===== src/rtl/mqd_pkg.sv =====
// Shared types and constants of the MQTT control packet decoder.
`default_nettype none

package mqd_pkg;

    localparam int          OQ_DEPTH         = 4;
    localparam logic [7:0]  MAX_SUBACK_RESET = 8'd16;
    localparam logic [27:0] MIN_BODY         = 28'd2;

    localparam logic [3:0] TYPE_CONNACK  = 4'd2;
    localparam logic [3:0] TYPE_PUBLISH  = 4'd3;
    localparam logic [3:0] TYPE_PUBACK   = 4'd4;
    localparam logic [3:0] TYPE_SUBACK   = 4'd9;
    localparam logic [3:0] TYPE_UNSUBACK = 4'd11;

    typedef enum logic [3:0] {
        PH_IDLE,
        PH_LEN,
        PH_C_FLAGS,
        PH_C_CODE,
        PH_ID_HI,
        PH_ID_LO,
        PH_T_HI,
        PH_T_LO,
        PH_TOPIC,
        PH_PAYLOAD,
        PH_ENTRIES
    } t_phase;

    typedef enum logic [1:0] {
        KIND_TOPIC,
        KIND_PAYLOAD,
        KIND_SUBACK_CODE,
        KIND_SUMMARY
    } t_kind;

    typedef enum logic [2:0] {
        ST_OK,
        ST_SHORT,
        ST_TOPIC_OVERRUN,
        ST_TOO_MANY,
        ST_BAD_LENGTH
    } t_status;

    typedef struct packed {
        t_kind       kind;
        logic [7:0]  field_byte;
        logic [3:0]  packet_type;
        logic [1:0]  qos_level;
        logic [15:0] packet_ident;
        logic [15:0] topic_length;
        logic [27:0] payload_length;
        logic [7:0]  ack_flags;
        logic [7:0]  connack_code;
        logic [7:0]  entry_count;
        t_status     status;
        logic        last;
    } t_result;

    // Up to two results per byte: an optional data result, then an optional summary.
    typedef struct packed {
        logic [1:0] count;
        t_result    slot0;
        t_result    slot1;
    } t_push;

endpackage

`default_nettype wire


===== src/rtl/mqd_parser.sv =====
// Byte parser: packet state registers and the per-byte decode step.
`default_nettype none

module mqd_parser import mqd_pkg::*; (
    input  wire logic       i_clk,
    input  wire logic       i_rst_n,
    input  wire logic       i_accept,
    input  wire logic [7:0] i_rx_byte,
    input  wire logic       i_packet_start,
    input  wire logic       i_cfg_wr_en,
    input  wire logic [7:0] i_cfg_wr_data,
    output t_push           o_push
);

    t_phase      r_phase,       n_phase;
    logic [7:0]  r_header,      n_header;
    logic [27:0] r_rem_len,     n_rem_len;
    logic [1:0]  r_len_idx,     n_len_idx;
    logic [27:0] r_bytes_left,  n_bytes_left;
    logic [15:0] r_topic_len,   n_topic_len;
    logic [15:0] r_topic_left,  n_topic_left;
    logic [15:0] r_pkt_id,      n_pkt_id;
    logic [7:0]  r_flags,       n_flags;
    logic [7:0]  r_code,        n_code;
    logic [7:0]  r_entries,     n_entries;
    logic [7:0]  r_max_entries;

    logic [27:0] w_len_part;
    logic [27:0] w_rem_len_acc;
    logic [27:0] w_bl_dec;
    logic [15:0] w_topic_dec;
    logic [15:0] w_tl_new;
    logic [27:0] w_bl_minus_tl;
    logic [3:0]  w_type;
    logic        w_qos_nz;
    logic        w_has_body;
    logic        w_emit_data;
    t_kind       w_data_kind;
    logic        w_emit_sum;
    t_status     w_sum_status;
    logic [28:0] w_used;
    logic [27:0] w_pay_len;
    t_result     w_data_res;
    t_result     w_sum_res;
    t_push       w_push;

    assign w_type     = r_header[7:4];
    assign w_qos_nz   = (r_header[2:1] != 2'd0);
    assign w_has_body = (w_type == TYPE_CONNACK) || (w_type == TYPE_PUBLISH) ||
                        (w_type == TYPE_PUBACK)  || (w_type == TYPE_SUBACK)  ||
                        (w_type == TYPE_UNSUBACK);

    always_comb begin
        unique case (r_len_idx)
            2'd0: w_len_part = {21'd0, i_rx_byte[6:0]};
            2'd1: w_len_part = {14'd0, i_rx_byte[6:0], 7'd0};
            2'd2: w_len_part = {7'd0, i_rx_byte[6:0], 14'd0};
            2'd3: w_len_part = {i_rx_byte[6:0], 21'd0};
        endcase
    end

    assign w_rem_len_acc = r_rem_len | w_len_part;
    assign w_bl_dec      = (r_bytes_left != 28'd0) ? r_bytes_left - 28'd1 : r_bytes_left;
    assign w_topic_dec   = (r_topic_left != 16'd0) ? r_topic_left - 16'd1 : r_topic_left;
    assign w_tl_new      = {r_topic_len[15:8], i_rx_byte};
    assign w_bl_minus_tl = w_bl_dec - {12'd0, w_tl_new};

    // Next state and result events.
    always_comb begin
        n_phase      = r_phase;
        n_header     = r_header;
        n_rem_len    = r_rem_len;
        n_len_idx    = r_len_idx;
        n_bytes_left = r_bytes_left;
        n_topic_len  = r_topic_len;
        n_topic_left = r_topic_left;
        n_pkt_id     = r_pkt_id;
        n_flags      = r_flags;
        n_code       = r_code;
        n_entries    = r_entries;
        w_emit_data  = 1'b0;
        w_data_kind  = KIND_TOPIC;
        w_emit_sum   = 1'b0;
        w_sum_status = ST_OK;

        if (i_accept) begin
            if (i_packet_start) begin
                n_header     = i_rx_byte;
                n_rem_len    = '0;
                n_len_idx    = '0;
                n_bytes_left = '0;
                n_topic_len  = '0;
                n_topic_left = '0;
                n_pkt_id     = '0;
                n_flags      = '0;
                n_code       = '0;
                n_entries    = '0;
                n_phase      = PH_LEN;
            end else begin
                if (r_phase != PH_IDLE && r_phase != PH_LEN) begin
                    n_bytes_left = w_bl_dec;
                end
                unique case (r_phase)
                    PH_IDLE: begin
                    end
                    PH_LEN: begin
                        n_rem_len = w_rem_len_acc;
                        if (i_rx_byte[7]) begin
                            if (r_len_idx == 2'd3) begin
                                w_emit_sum   = 1'b1;
                                w_sum_status = ST_BAD_LENGTH;
                            end else begin
                                n_len_idx = r_len_idx + 2'd1;
                            end
                        end else begin
                            n_bytes_left = w_rem_len_acc;
                            if (!w_has_body) begin
                                w_emit_sum = 1'b1;
                            end else if (w_rem_len_acc < MIN_BODY) begin
                                w_emit_sum   = 1'b1;
                                w_sum_status = ST_SHORT;
                            end else if (w_type == TYPE_CONNACK) begin
                                n_phase = PH_C_FLAGS;
                            end else if (w_type == TYPE_PUBLISH) begin
                                n_phase = PH_T_HI;
                            end else begin
                                n_phase = PH_ID_HI;
                            end
                        end
                    end
                    PH_C_FLAGS: begin
                        n_flags = i_rx_byte;
                        n_phase = PH_C_CODE;
                    end
                    PH_C_CODE: begin
                        n_code     = i_rx_byte;
                        w_emit_sum = 1'b1;
                    end
                    PH_ID_HI: begin
                        n_pkt_id = {i_rx_byte, 8'd0};
                        n_phase  = PH_ID_LO;
                    end
                    PH_ID_LO: begin
                        n_pkt_id = {r_pkt_id[15:8], i_rx_byte};
                        if (w_type == TYPE_PUBLISH) begin
                            if (w_bl_dec == 28'd0) w_emit_sum = 1'b1;
                            else n_phase = PH_PAYLOAD;
                        end else if (w_type == TYPE_SUBACK && w_bl_dec != 28'd0) begin
                            n_phase = PH_ENTRIES;
                        end else begin
                            w_emit_sum = 1'b1;
                        end
                    end
                    PH_T_HI: begin
                        n_topic_len = {i_rx_byte, 8'd0};
                        n_phase     = PH_T_LO;
                    end
                    PH_T_LO: begin
                        n_topic_len = w_tl_new;
                        if ({12'd0, w_tl_new} > w_bl_dec) begin
                            w_emit_sum   = 1'b1;
                            w_sum_status = ST_TOPIC_OVERRUN;
                        end else if (w_qos_nz && w_bl_minus_tl < 28'd2) begin
                            w_emit_sum   = 1'b1;
                            w_sum_status = ST_SHORT;
                        end else begin
                            n_topic_left = w_tl_new;
                            if (w_tl_new != 16'd0) begin
                                n_phase = PH_TOPIC;
                            end else if (w_qos_nz) begin
                                n_phase = PH_ID_HI;
                            end else if (w_bl_dec == 28'd0) begin
                                w_emit_sum = 1'b1;
                            end else begin
                                n_phase = PH_PAYLOAD;
                            end
                        end
                    end
                    PH_TOPIC: begin
                        w_emit_data  = 1'b1;
                        w_data_kind  = KIND_TOPIC;
                        n_topic_left = w_topic_dec;
                        if (w_topic_dec == 16'd0) begin
                            if (w_qos_nz) begin
                                n_phase = PH_ID_HI;
                            end else if (w_bl_dec == 28'd0) begin
                                w_emit_sum = 1'b1;
                            end else begin
                                n_phase = PH_PAYLOAD;
                            end
                        end
                    end
                    PH_PAYLOAD: begin
                        w_emit_data = 1'b1;
                        w_data_kind = KIND_PAYLOAD;
                        if (w_bl_dec == 28'd0) w_emit_sum = 1'b1;
                    end
                    PH_ENTRIES: begin
                        if (r_entries >= r_max_entries) begin
                            w_emit_sum   = 1'b1;
                            w_sum_status = ST_TOO_MANY;
                        end else begin
                            w_emit_data = 1'b1;
                            w_data_kind = KIND_SUBACK_CODE;
                            n_entries   = r_entries + 8'd1;
                            if (w_bl_dec == 28'd0) w_emit_sum = 1'b1;
                        end
                    end
                    default: begin
                        n_phase = PH_IDLE;
                    end
                endcase
                if (w_emit_sum) n_phase = PH_IDLE;
            end
        end
    end

    // Result words built from the updated packet fields.
    assign w_used = 29'd2 + {13'd0, n_topic_len} + (w_qos_nz ? 29'd2 : 29'd0);

    always_comb begin
        w_pay_len = '0;
        if (w_type == TYPE_PUBLISH && w_sum_status == ST_OK && {1'b0, n_rem_len} >= w_used) begin
            w_pay_len = n_rem_len - w_used[27:0];
        end

        w_data_res             = '0;
        w_data_res.kind        = w_data_kind;
        w_data_res.field_byte  = i_rx_byte;
        w_data_res.packet_type = w_type;
        w_data_res.qos_level   = r_header[2:1];
        w_data_res.status      = ST_OK;
        w_data_res.last        = !w_emit_sum;

        w_sum_res                = '0;
        w_sum_res.kind           = KIND_SUMMARY;
        w_sum_res.packet_type    = w_type;
        w_sum_res.qos_level      = r_header[2:1];
        w_sum_res.packet_ident   = n_pkt_id;
        w_sum_res.topic_length   = n_topic_len;
        w_sum_res.payload_length = w_pay_len;
        w_sum_res.ack_flags      = n_flags;
        w_sum_res.connack_code   = n_code;
        w_sum_res.entry_count    = n_entries;
        w_sum_res.status         = w_sum_status;
        w_sum_res.last           = 1'b1;

        w_push.count = {1'b0, w_emit_data} + {1'b0, w_emit_sum};
        w_push.slot0 = w_emit_data ? w_data_res : w_sum_res;
        w_push.slot1 = w_sum_res;
    end

    assign o_push = w_push;

    always_ff @(posedge i_clk) begin
        if (!i_rst_n) begin
            r_phase      <= PH_IDLE;
            r_header     <= '0;
            r_rem_len    <= '0;
            r_len_idx    <= '0;
            r_bytes_left <= '0;
            r_topic_len  <= '0;
            r_topic_left <= '0;
            r_pkt_id     <= '0;
            r_flags      <= '0;
            r_code       <= '0;
            r_entries    <= '0;
        end else begin
            r_phase      <= n_phase;
            r_header     <= n_header;
            r_rem_len    <= n_rem_len;
            r_len_idx    <= n_len_idx;
            r_bytes_left <= n_bytes_left;
            r_topic_len  <= n_topic_len;
            r_topic_left <= n_topic_left;
            r_pkt_id     <= n_pkt_id;
            r_flags      <= n_flags;
            r_code       <= n_code;
            r_entries    <= n_entries;
        end
    end

    always_ff @(posedge i_clk) begin
        if (!i_rst_n) begin
            r_max_entries <= MAX_SUBACK_RESET;
        end else if (i_cfg_wr_en) begin
            r_max_entries <= i_cfg_wr_data;
        end
    end

    a_pair_order: assert property (@(posedge i_clk) disable iff (!i_rst_n)
        w_push.count == 2'd2 |->
            w_push.slot0.kind != KIND_SUMMARY && w_push.slot1.kind == KIND_SUMMARY)
        else $error("two results without data-then-summary order");

    a_sum_to_idle: assert property (@(posedge i_clk) disable iff (!i_rst_n)
        w_emit_sum |=> r_phase == PH_IDLE)
        else $error("parser not idle after a summary");

    a_idle_silent: assert property (@(posedge i_clk) disable iff (!i_rst_n)
        (r_phase == PH_IDLE && i_accept && !i_packet_start) |-> w_push.count == 2'd0)
        else $error("result produced from an idle byte");

    a_topic_bound: assert property (@(posedge i_clk) disable iff (!i_rst_n)
        r_topic_left <= r_topic_len)
        else $error("topic byte count exceeds topic length");

endmodule

`default_nettype wire


===== src/rtl/mqd_out_queue.sv =====
// Result queue: takes up to two results per cycle, hands out one per transfer.
`default_nettype none

module mqd_out_queue import mqd_pkg::*; #(
    parameter int P_DEPTH = OQ_DEPTH
) (
    input  wire logic    i_clk,
    input  wire logic    i_rst_n,
    input  wire t_push   i_push,
    output logic         o_room_low,
    output t_result      o_head,
    output logic         o_valid,
    input  wire logic    i_stall
);

    localparam int PTR_W = (P_DEPTH > 1) ? $clog2(P_DEPTH) : 1;
    localparam int CNT_W = $clog2(P_DEPTH + 1);

    t_result          r_mem [P_DEPTH];
    logic [PTR_W-1:0] r_wr_ptr;
    logic [PTR_W-1:0] r_rd_ptr;
    logic [CNT_W-1:0] r_count;
    logic [PTR_W-1:0] w_wr_ptr1;
    logic [PTR_W-1:0] w_wr_ptr2;
    logic             w_pop;

    function automatic logic [PTR_W-1:0] f_inc(input logic [PTR_W-1:0] p);
        f_inc = (p == PTR_W'(P_DEPTH - 1)) ? '0 : p + PTR_W'(1);
    endfunction

    assign w_wr_ptr1  = f_inc(r_wr_ptr);
    assign w_wr_ptr2  = f_inc(w_wr_ptr1);
    assign w_pop      = (r_count != '0) && !i_stall;
    // Hold the input while fewer than two slots are free.
    assign o_room_low = r_count > CNT_W'(P_DEPTH - 2);
    assign o_valid    = (r_count != '0);
    assign o_head     = r_mem[r_rd_ptr];

    always_ff @(posedge i_clk) begin
        if (i_push.count != 2'd0) r_mem[r_wr_ptr] <= i_push.slot0;
        if (i_push.count == 2'd2) r_mem[w_wr_ptr1] <= i_push.slot1;
    end

    always_ff @(posedge i_clk) begin
        if (!i_rst_n) begin
            r_wr_ptr <= '0;
            r_rd_ptr <= '0;
            r_count  <= '0;
        end else begin
            if (i_push.count == 2'd1) r_wr_ptr <= w_wr_ptr1;
            else if (i_push.count == 2'd2) r_wr_ptr <= w_wr_ptr2;
            if (w_pop) r_rd_ptr <= f_inc(r_rd_ptr);
            r_count <= r_count + CNT_W'(i_push.count) - CNT_W'(w_pop);
        end
    end

    a_no_overflow: assert property (@(posedge i_clk) disable iff (!i_rst_n)
        int'(r_count) + int'(i_push.count) <= P_DEPTH)
        else $error("result queue overflow");

    a_empty_ptrs: assert property (@(posedge i_clk) disable iff (!i_rst_n)
        r_count == '0 |-> r_wr_ptr == r_rd_ptr)
        else $error("empty queue with unequal pointers");

    a_ptr_range: assert property (@(posedge i_clk) disable iff (!i_rst_n)
        r_wr_ptr <= PTR_W'(P_DEPTH - 1) && r_rd_ptr <= PTR_W'(P_DEPTH - 1))
        else $error("queue pointer out of range");

endmodule

`default_nettype wire


===== src/rtl/mqtt_packet_decoder_unit.sv =====
// MQTT control packet decoder: one received byte per transfer in, parsed results out.
// A byte's results are registered in the result queue; a second result follows the first.
// One byte per cycle unless stalled; a byte causes at most two results (data, then summary).
// The input stalls while the result queue (P_OQ_DEPTH entries) has fewer than two free slots.
// Reset (synchronous, active low): parser idle, packet fields zero, SUBACK limit 16,
// result queue empty.
`default_nettype none

module mqtt_packet_decoder_unit import mqd_pkg::*; #(
    parameter int P_OQ_DEPTH = OQ_DEPTH
) (
    input  wire logic        i_clk,
    input  wire logic        i_rst_n,
    input  wire logic        i_cfg_wr_en,
    input  wire logic [7:0]  i_cfg_wr_data,
    input  wire logic        i_in_valid,
    output logic             o_in_stall,
    input  wire logic [7:0]  i_rx_byte,
    input  wire logic        i_packet_start,
    output logic             o_out_valid,
    input  wire logic        i_out_stall,
    output logic [1:0]       o_kind,
    output logic [7:0]       o_field_byte,
    output logic [3:0]       o_packet_type,
    output logic [1:0]       o_qos_level,
    output logic [15:0]      o_packet_ident,
    output logic [15:0]      o_topic_length,
    output logic [27:0]      o_payload_length,
    output logic [7:0]       o_ack_flags,
    output logic [7:0]       o_connack_code,
    output logic [7:0]       o_entry_count,
    output logic [2:0]       o_status,
    output logic             o_last
);

    t_push   w_push;
    t_result w_head;
    logic    w_room_low;
    logic    w_accept;

    assign o_in_stall = w_room_low;
    assign w_accept   = i_in_valid && !w_room_low;

    mqd_parser u_parser (
        .i_clk          (i_clk),
        .i_rst_n        (i_rst_n),
        .i_accept       (w_accept),
        .i_rx_byte      (i_rx_byte),
        .i_packet_start (i_packet_start),
        .i_cfg_wr_en    (i_cfg_wr_en),
        .i_cfg_wr_data  (i_cfg_wr_data),
        .o_push         (w_push)
    );

    mqd_out_queue #(
        .P_DEPTH (P_OQ_DEPTH)
    ) u_out_queue (
        .i_clk      (i_clk),
        .i_rst_n    (i_rst_n),
        .i_push     (w_push),
        .o_room_low (w_room_low),
        .o_head     (w_head),
        .o_valid    (o_out_valid),
        .i_stall    (i_out_stall)
    );

    assign o_kind           = w_head.kind;
    assign o_field_byte     = w_head.field_byte;
    assign o_packet_type    = w_head.packet_type;
    assign o_qos_level      = w_head.qos_level;
    assign o_packet_ident   = w_head.packet_ident;
    assign o_topic_length   = w_head.topic_length;
    assign o_payload_length = w_head.payload_length;
    assign o_ack_flags      = w_head.ack_flags;
    assign o_connack_code   = w_head.connack_code;
    assign o_entry_count    = w_head.entry_count;
    assign o_status         = w_head.status;
    assign o_last           = w_head.last;

endmodule

`default_nettype wire

===== config.mk =====
export PLATFORM = sky130hd
export DESIGN_NAME = mqtt_packet_decoder_unit
export DESIGN_NICKNAME = d
export VERILOG_FILES = /design/src/rtl/mqd_pkg.sv /design/src/rtl/mqd_parser.sv /design/src/rtl/mqd_out_queue.sv /design/src/rtl/mqtt_packet_decoder_unit.sv
export SDC_FILE = /design/constraint.sdc
export NUM_CORES = 1
export LEC_CHECK = 0
export ABC_AREA = 0
export BUFFER_PORTS_ARGS = -buffer_cell sky130_fd_sc_hd__buf_2
export CAP_MARGIN = 20
export CORE_MARGIN = 3
export CORE_UTILIZATION = 62
export DETAILED_ROUTE_END_ITERATION = 16
export PLACE_DENSITY = 0.8
export SYNTH_ARGS = -nofsm -noshare
export SYNTH_HDL_FRONTEND = slang
export SYNTH_SLANG_ARGS = --single-unit

===== constraint.sdc =====
create_clock -name i_clk -period 9.5 [get_ports i_clk]
set_input_delay 0.475 -clock i_clk [delete_from_list [all_inputs] [get_ports i_clk]]
set_output_delay 0.475 -clock i_clk [all_outputs]
set_load 0.02 [all_outputs]

==> results.env, run 1 <==
START_UTIL_PCT=63.4
FIN_AREA_UM2=32800
ROUTED_WIRELENGTH_UM=87700
FP.DIEAREA_UM2=50700
CTS.REPORTEDPATHS.CLKPINSLEW_NS=0.07
CTS_MADE_BUFFERS=57
DP_HPWL_UM=57800
MAPPEDNETLISTNETS=2904
SYN_AREA_PER_CELL_UM2=10.6
POWER.DENSITY_CELL_AREA_nW_PER_UM2=223
DIE_Y_UM=225
POWER.COMBINATIONAL.FRACTION_PCT=29.3
PWR-SHARE-CLK_PCT=33.5
GLOBALROUTEMET2UTIL_PCT=53.7
CRITICAL_PATH_CELL_COUNT=25
CAPTURING_ELEMENT_TYPE_OF_THE_CRITICAL_PATH='flip-flop'
SYNTH_TOP_CELLS_BY_AREA='sky130_fd_sc_hd__edfxtp_1 38%, sky130_fd_sc_hd__dfxtp_1 14%, sky130_fd_sc_hd__mux4_2 7.9%, sky130_fd_sc_hd__nor2_1 5.9%, sky130_fd_sc_hd__ha_1 2.8%'
SYNTH_TOP_CELL_AREA_SHARE_PCT=37.5
DRC_ERRORS_LEFT=0
POST_ROUTE_CELLS_DRIVE_ABOVE_1_SHARE_PCT=14.8
WORSTPATHMAXFANOUT=70
HOLD_DEPTH=3
FINAL_HOLD_VIOL_COUNT=0
CTS_HOLD_BUF=0
PATH_DELAY_FAMILY='compound AO/OA/AOI/OAI gates'
FLOORPLAN.DIE.WIDTH_UM=225
ROUTABILITYCONGESTION=0.952
FINALCRITICALPERIOD_NS=8.49
CORE.ROWCOUNT=79
SYNTH_EDF_COUNT=372
GRT_UTIL_ALL_LAYERS_PCT=34.2
GLOBAL_ROUTE_CONGESTION_OVERFLOW_TOTAL=0
FIN_CRIT_SH_PCT=89.3
FINAL_NET_COUNT=2928
SETUP-VIOLATIONS-FINAL=0
POWER.SEQUENTIAL.FRACTION_PCT=37.2
PATH_TYPE_OF_THE_WORST_SETUP_PATH='reg -> reg'
NUMBER_OF_ANTENNA_REPAIR_DIODES=0
POST_CTS_RESIZED=0
GR-USAGE-MET1_PCT=47.0
CLOCKROOTBUFFER='sky130_fd_sc_hd__clkbuf_16'
DRT_ITER0_MARKERS=2858
SWITCHING_POWER_mW=2.40
GRT_START_MAX_NET_PINS=101
INTERNAL-POWER_mW=4.91
WL_PER_CELL_UM=25.1
SYNTH.MOST_COMMON_CELL='sky130_fd_sc_hd__nor2_1'
POWER_LEAKAGE_nW=11.0
GRT_PASS1_VIAS=23191
NETLIST.TOP_CELL.BY_AREA='sky130_fd_sc_hd__edfxtp_1'
YS_SEQ_ELEMENTS=573
SYNTH_SEQ_AREA_SHARE_PCT=51.1
CPPEAKSTAGEDELAY_NS=0.77
SLEW-LIMIT-HEADROOM_PCT=22.9
POST_CTS_REPAIR_SETUP_BUFFERS=0
CTS_MAX_LEVEL=2
GRT_ANTENNA_BEFORE_REPAIR=4
WORST_SLEW_PIN_SLEW_NS=1.16
SYNTH_CELLS=2813
CTS_NUM_SINKS=573
SKEW_NS=0.0348
FINAL.SETUP.TNS_NS=0
FMAX_GHz=0.118
SYNTHTOPCELLSBYCOUNT='468 x sky130_fd_sc_hd__nor2_1, 372 x sky130_fd_sc_hd__edfxtp_1, 201 x sky130_fd_sc_hd__dfxtp_1'
CLOCK_TREE_FROM_TRITONCTS='done'
NETSWITCHINGFRACTION_PCT=32.8
R2R_CELLS=25
IO_PINS=128
HP-CLASS='in -> reg'
BUFFERS_ON_PORTS=127
GRT_FIRST_PASS_WIRELENGTH_UM=134000
TIMING.CRITICAL_PATH.REQUIRED_NS=9.89
ASYNC_RESET_FF_SHARE_PCT=0
DETAIL-ROUTE-ANTENNA-NETS=0
NUM_VIAS=23772
PLACEMENT.CELL_AREA_UM2=30700
LARGEST_VOLTAGE_DROP_ON_THE_VDD_NET_V=0.000145
TIMING.CRITICAL_PATH.MODE_CELL='sky130_fd_sc_hd__ha_1'
CLK_PATH_BUF_DEPTH=3
PLACEABLE_CORE_REGION_UM2=47000
TIMING.MAX_CAP.VIOLATIONS=0
WORST_SETUP_PATH_START_KIND='flip-flop'
SYNTH_CELL_TYPE_COUNT=99
SETUP_REPAIR_AFTER_GLOBAL_ROUTING_MISSED_ITS_MARGIN='no'
WORST_EP_ARRIVAL_TIME_NS=8.87
YOSYS_MOST_USED_DFF='sky130_fd_sc_hd__edfxtp_1'
GRT-BUSIEST-LAYER='met2'
DETAIL_ROUTE.VIAS_PER_CELL=6.81
STATUS='complete, no violations'
CRIT_PATH_TOP_DELAY_CELL='sky130_fd_sc_hd__a21oi_1'
WORSTSKEWPAIRLATENCY_NS=0.63
AREA_GROWTH_PCT=10.3
SYNTH_WARN=0
MET3_USAGE_PCT=6.29
SYN-CELL-AREA_UM2=29800
PATH_BUF_INV=4
DETAIL_ROUTE.FIRST_PASS.ITERATIONS=6
MAXSLEWVIOLCOUNT=0
FINAL_CORE_UTIL_PCT=69.9
==> final timing paths <==
check	start	to	slack, ns
worst max-delay path	u_parser.r_bytes_left[0]	u_out_queue.r_mem[3][90]	1.01
worst min-delay path	i_cfg_wr_data[7]	u_parser.r_max_entries[7]	0.09
worst max register to register	u_parser.r_bytes_left[0]	u_out_queue.r_mem[3][90]	1.01
worst min register to register	u_out_queue.r_mem[0][98]	u_out_queue.r_mem[0][98]	0.48
==> worst reg2reg max path: stages, from the launching register on <==
cell	delay, ns
sky130_fd_sc_hd__dfxtp_1	0.37
sky130_fd_sc_hd__inv_1	0.15
sky130_fd_sc_hd__ha_1	0.16
sky130_fd_sc_hd__nor4b_1	0.57
sky130_fd_sc_hd__nand4_1	0.56
sky130_fd_sc_hd__nor2_1	0.55
sky130_fd_sc_hd__o21ai_0	0.19
sky130_fd_sc_hd__ha_1	0.28
sky130_fd_sc_hd__a21o_1	0.20
sky130_fd_sc_hd__a21o_1	0.17
sky130_fd_sc_hd__a221o_1	0.40
sky130_fd_sc_hd__a32o_1	0.31
sky130_fd_sc_hd__a2111oi_2	0.47
sky130_fd_sc_hd__o31ai_1	0.21
sky130_fd_sc_hd__o31a_1	0.34
sky130_fd_sc_hd__o21ai_1	0.22
sky130_fd_sc_hd__nor4_1	0.09
sky130_fd_sc_hd__buf_4	0.17
sky130_fd_sc_hd__nor2b_1	0.33
sky130_fd_sc_hd__nand2b_1	0.20
sky130_fd_sc_hd__ha_1	0.32
sky130_fd_sc_hd__nor2b_1	0.16
sky130_fd_sc_hd__a21oi_1	0.77
sky130_fd_sc_hd__inv_4	0.41
sky130_fd_sc_hd__buf_12	0.35
sky130_fd_sc_hd__and2_1	0.30
==> cells in the final DEF, fill, tap and decap left out, types with 20 or more instances in the layout <==
cell type                   netlist  layout
sky130_fd_sc_hd__and3_1          20      20
sky130_fd_sc_hd__clkbuf_16        0      60
sky130_fd_sc_hd__ha_1            66      66
sky130_fd_sc_hd__o21ai_0        106     106
sky130_fd_sc_hd__nor3_1         147     146
sky130_fd_sc_hd__xor2_1          41      41
sky130_fd_sc_hd__buf_4            1      29
sky130_fd_sc_hd__mux2i_1         23      23
sky130_fd_sc_hd__edfxtp_1       372     372
sky130_fd_sc_hd__inv_1           72      67
sky130_fd_sc_hd__dfxtp_1        201     199
sky130_fd_sc_hd__mux4_2         104     104
sky130_fd_sc_hd__a22o_1          33      33
sky130_fd_sc_hd__nor2_1         468     467
sky130_fd_sc_hd__and2_1          43      43
sky130_fd_sc_hd__buf_2           10     127
sky130_fd_sc_hd__nand2_1        199     199
sky130_fd_sc_hd__nand3_1         29      29
sky130_fd_sc_hd__nand4_1         29      29
sky130_fd_sc_hd__a211oi_1        28      28
sky130_fd_sc_hd__nor4_1          35      35
sky130_fd_sc_hd__xnor2_1         58      58
sky130_fd_sc_hd__a21o_1          32      32
sky130_fd_sc_hd__a21oi_1        141     141
sky130_fd_sc_hd__a22oi_1         27      27
sky130_fd_sc_hd__o211ai_1        50      50
==> per-layer routing <==
| metal | share of wire, % | wire [um] | vias up |
|---|---|---|---|
| li1 | - | - | 10464 |
| met1 | 39 | 34400 | 11636 |
| met2 | 46 | 40300 | 1367 |
| met3 | 9.9 | 8680 | 297 |
| met4 | 4.9 | 4290 | 8 |
| met5 | 0.059 | 52 | - |
==> power groups by stage <==
stage / registers [mW] / logic [mW] / clock network (mW)
3_3_place_gp: 2.77 / 2.09 / 0
3_5_place_dp: 2.77 / 2.10 / 0
5_1_grt: 2.72 / 2.29 / 2.56
6_report: 2.72 / 2.14 / 2.45
2_1_floorplan: 2.73 / 1.55 / 0
4_1_cts: 2.72 / 2.11 / 2.47
==> layout make-up <==
class                   count  area [um2]
well taps                 607         759
multi-input cells        1968       13500
inverters                  73         287
fillers                  3301       14100
flip-flops and latches    573       15200
clock buffers              74        1620
clock inverters            34         433
repair buffers            164        1020
==> logic make-up (layout without fill, tap and decap cells) <==
family                   after synthesis  after routing  share of synthesized area (%)
adder cells (fa/ha/maj)               69             69                           2.98
flip-flops                           573            573                           51.1
XOR/XNOR                             100            100                           2.97
AO/OA/AOI/OAI                        562            562                           12.6
multiplexers                         131            131                           8.80
buffers and inverters                272            345                           3.81
AND/OR/NAND/NOR                     1105           1105                           17.8
other                                  1              1                         0.0126
==> through the flow <==
| stage | power (mW) | worst slack, ns | cells | hold slack (ns) |
|---|---|---|---|---|
| 4_1_cts | 7.30 | 1.14 | 3492 | 0.0663 |
| 5_1_grt | 7.57 | 0.357 | 3493 | 0.0917 |
| 2_1_floorplan | 4.28 | 1.60 | 2813 | 0.437 |
| 3_5_place_dp | 4.87 | 1.24 | 3384 | 0.465 |
| 3_3_place_gp | 4.86 | 1.42 | 3384 | 0.461 |
| 6_report | 7.31 | 1.01 | 3493 | 0.0912 |
==> flip-flops by register name, summed over array words and instances, names as in the netlist, 3 cells and up, named ones only <==
| signal | count |
|---|---|
| u_parser.r_entries | 8 |
| u_parser.r_header | 6 |
| u_out_queue.r_count | 3 |
| u_out_queue.r_mem | 416 |
| u_parser.r_topic_len | 16 |
| u_parser.r_phase | 4 |
| u_parser.r_max_entries | 8 |
| u_parser.r_code | 8 |
| u_parser.r_bytes_left | 28 |
| u_parser.r_rem_len | 28 |
| u_parser.r_topic_left | 16 |
| u_parser.r_flags | 8 |
| u_parser.r_pkt_id | 16 |
(Power assumes the default switching activity.)
==> inputs of run 2 (changes only) <==
Settings changed: CORE_UTILIZATION 62 to 65, PLACE_DENSITY 0.8 to 0.83.
Clock period 9.5 ns to 9.95 ns, I/O delays scaled along.
==> run 2 against run 1 <==
Flip-flop and latch count is the same; sequential power decreased by 4%; die area shrank 4.5%; final area fell by 0.52%; sequential share of layout area rose by 0.24 points; clock power decreased by 7%; combinational power fell by 5%; critical path depth shrank 2; cell count is 0.46% lower; power fell by 5.3%; clock skew grew 0.0074 ns; largest power group unchanged.
==> results.env, run 2 (synthesized netlist as in run 1, its figures left out) <==
INTERNAL-POWER_mW=4.59  # was 4.91 mW
GRT_UTIL_ALL_LAYERS_PCT=38.1  # was 34.2%
CTS_NUM_SINKS=573  # unchanged
LAYOUT_COMMON_CELLS='467 x sky130_fd_sc_hd__nor2_1, 372 x sky130_fd_sc_hd__edfxtp_1, 199 x sky130_fd_sc_hd__nand2_1, 199 x sky130_fd_sc_hd__dfxtp_1, 146 x sky130_fd_sc_hd__nor3_1'  # unchanged
SETUP_REPAIR_AFTER_GLOBAL_ROUTING_MISSED_ITS_MARGIN='no'  # unchanged
SKEW_NS=0.0422  # was 0.0348 ns
ROUTABILITYCONGESTION=1.01  # was 0.952
POWER.DENSITY_CELL_AREA_nW_PER_UM2=212  # was 223 nW/um2
GR-USAGE-MET1_PCT=52.2  # was 47.0%
SETUP-VIOLATIONS-FINAL=0  # unchanged
CTS.REPORTEDPATHS.CLKPINSLEW_NS=0.06  # was 0.07 ns
CRIT_PATH_TOP_DELAY_CELL='sky130_fd_sc_hd__nor4_1'  # was sky130_fd_sc_hd__a21oi_1
FINALCRITICALPERIOD_NS=8.85  # was 8.49 ns
WORST_SLEW_PIN_SLEW_NS=1.19  # was 1.16 ns
REGMOSTFLOPS='u_out_queue.r_mem'  # unchanged
CLK_PATH_BUF_DEPTH=3  # unchanged
DETAIL_ROUTE.FIRST_PASS.ITERATIONS=7  # was 6
WORSTPATHMAXFANOUT=51  # was 70
TIMING.CRITICAL_PATH.REQUIRED_NS=10.24  # was 9.89 ns
GRT_FIRST_PASS_WIRELENGTH_UM=140000  # was 134000 um
CPPEAKSTAGEDELAY_NS=0.73  # was 0.77 ns
WORST_SETUP_PATH_START_KIND='flip-flop'  # unchanged
SWITCHING_POWER_mW=2.33  # was 2.40 mW
FINAL.SETUP.TNS_NS=0  # unchanged
DP_WORST_SETUP_SLACK_NS=1.40  # was 1.24 ns
FINAL.SETUP.WORST_SLACK_NS=1.10  # was 1.01 ns
DETAIL-ROUTE-ANTENNA-NETS=0  # unchanged
DRC_ERRORS_LEFT=0  # unchanged
GLOBALROUTEMET2UTIL_PCT=59.1  # was 53.7%
NETSWITCHINGFRACTION_PCT=33.6  # was 32.8%
POWER.SEQUENTIAL.FRACTION_PCT=37.8  # was 37.2%
DPL.CELL_COUNT=3365  # was 3384
MAXSLEWVIOLCOUNT=0  # unchanged
FIN_CRIT_SH_PCT=89.0  # was 89.3%
GRT-BUSIEST-LAYER='met2'  # unchanged
SLEW-LIMIT-HEADROOM_PCT=19.9  # was 22.9%
POST_ROUTE_CELLS_DRIVE_ABOVE_1_SHARE_PCT=14.4  # was 14.8%
TIMING.CRITICAL_PATH.MODE_CELL='sky130_fd_sc_hd__ha_1'  # unchanged
FP.DIEAREA_UM2=48400  # was 50700 um2
FINAL_HOLD_VIOL_COUNT=0  # unchanged
CTS_MADE_BUFFERS=57  # unchanged
POST_CTS_RESIZED=0  # unchanged
LARGEST_REGISTER_FF_COUNT=416  # unchanged
WORSTSKEWPAIRLATENCY_NS=0.65  # was 0.63 ns
DP_HPWL_UM=59000  # was 57800 um
PATH_TYPE_OF_THE_WORST_SETUP_PATH='reg -> reg'  # unchanged
PLACEABLE_CORE_REGION_UM2=44700  # was 47000 um2
GLOBAL_ROUTE_CONGESTION_OVERFLOW_TOTAL=0  # unchanged
GRT_START_MAX_NET_PINS=99  # was 101
PWR-SHARE-CLK_PCT=32.7  # was 33.5%
FLOORPLAN.DIE.WIDTH_UM=220  # was 225 um
NUM_VIAS=24352  # was 23772
TIMING.MAX_CAP.VIOLATIONS=0  # unchanged
CTS_HOLD_BUF=0  # unchanged
ROUTED_WIRELENGTH_UM=91700  # was 87700 um
FINAL_COMMON_CELL='sky130_fd_sc_hd__nor2_1'  # unchanged
POWER_LEAKAGE_nW=11.0  # about the same
CORE.ROWCOUNT=77  # was 79
CTS_MAX_LEVEL=2  # unchanged
HP-CLASS='in -> reg'  # unchanged
STATUS='complete, no violations'  # unchanged
CAPTURING_ELEMENT_TYPE_OF_THE_CRITICAL_PATH='flip-flop'  # unchanged
DETAIL_ROUTE.VIAS_PER_CELL=7.00  # was 6.81
FINAL_NET_COUNT=2926  # was 2928
CLOCKROOTBUFFER='sky130_fd_sc_hd__clkbuf_16'  # unchanged
AREA_GROWTH_PCT=9.74  # was 10.3%
START_UTIL_PCT=66.6  # was 63.4%
DRT_ITER0_MARKERS=3707  # was 2858
LARGEST_VOLTAGE_DROP_ON_THE_VDD_NET_V=0.000191  # was 0.000145 V
WL_PER_CELL_UM=26.4  # was 25.1 um
MET3_USAGE_PCT=6.96  # was 6.29%
GRT_ANTENNA_BEFORE_REPAIR=2  # was 4
WORST_EP_ARRIVAL_TIME_NS=9.14  # was 8.87 ns
CRITICAL_PATH.CELL_CHAIN='inv_1, ha_1, nor4b_1, nand4_1, nor2_1, o21ai_0, ha_1, a21o_1, a21o_1, a221o_1, a32o_1, a2111oi_2, o31ai_1, nor4_1, o21ai_1, nor4_1, nor2b_1, nand2b_1, ha_1, nor2b_1, a21oi_1, inv_4, buf_12'
POWER.COMBINATIONAL.FRACTION_PCT=29.4  # was 29.3%
BUFFERS_ON_PORTS=127  # unchanged
FMAX_GHz=0.113  # was 0.118 GHz
WHS_NS=0.101  # was 0.0912 ns
CLOCK_TREE_FROM_TRITONCTS='done'  # unchanged
FINAL-INSTANCE-COUNT-EXCL-FILL=3477  # was 3493
POST_CTS_REPAIR_SETUP_BUFFERS=0  # unchanged
DIE_Y_UM=220  # was 225 um
LARGESTREGISTERS='u_out_queue.r_mem: 416 flops, u_parser.r_bytes_left: 28 flops, u_parser.r_rem_len: 28 flops'  # unchanged
GRT_PASS1_VIAS=23492  # was 23191
IO_PINS=128  # unchanged
[run 2: cell count changes in the layout (fill, tap and decap cells not counted), sizes merged]
cell,before,now
clkinv,22,28
buf,164,160
clkbuf,74,71
bufinv,9,8
clkinvlp,2,1
diode,0,1
dlymetal6s2s,0,1
[run 2: area by class of cell]
cell class / instances / area (um2)
inverters: 73 / 287
clock buffers: 70 / 1510
fillers: 2874 / 12000
clock inverters: 38 / 459
well taps: 592 / 741
repair buffers: 162 / 958
multi-input cells: 1968 / 13500
diodes: 1 / 2.50
flip-flops and latches: 573 / 15200
[run 2: metrics by stage]
stage          area, um2  power (mW)  utilization [%]
4_1_cts            32600        6.89             72.9
5_1_grt            32700        7.16             73.0
3_3_place_gp       30600        4.64             68.6
2_1_floorplan      29800        4.08                -
3_5_place_dp       30600        4.65             68.6
6_report           32700        6.92             73.1
[run 2: routing by layer]
metal  part of all wire [%]  up-vias
met5                      0        -
met4                    5.4        0
met3                     12      339
met2                     46     1850
met1                     37    11701
li1                       -    10462
[run 2: power groups by stage]
stage          combinational [mW]  clock (mW)  sequential (mW)
5_1_grt                      2.17        2.36             2.63
6_report                     2.04        2.27             2.62
2_1_floorplan                1.48           0             2.60
4_1_cts                      2.00        2.26             2.62
3_5_place_dp                 1.98           0             2.67
3_3_place_gp                 1.97           0             2.66
[run 2: worst max-delay path: cells and delay by family (launching register included)]
family	cells	cell delay [ns]
and+or+nand+nor	8	3.65
AOI/OAI and AO/OA	9	2.48
DFF	1	0.36
adders and majority gates	3	0.75
buffers and inverters	3	1.16
[run 2: final timing paths]
check / startpoint / end / slack, ns / cells after the start
hold / removal: i_cfg_wr_data[6] / u_parser.r_max_entries[6] / 0.10 / 3
setup / recovery: u_parser.r_bytes_left[0] / u_out_queue.r_mem[2][40] / 1.10 / 23
setup reg to reg: u_parser.r_bytes_left[0] / u_out_queue.r_mem[2][40] / 1.10 / 23
hold reg to reg: u_out_queue.r_mem[2][96] / u_out_queue.r_mem[2][96] / 0.48 / 1
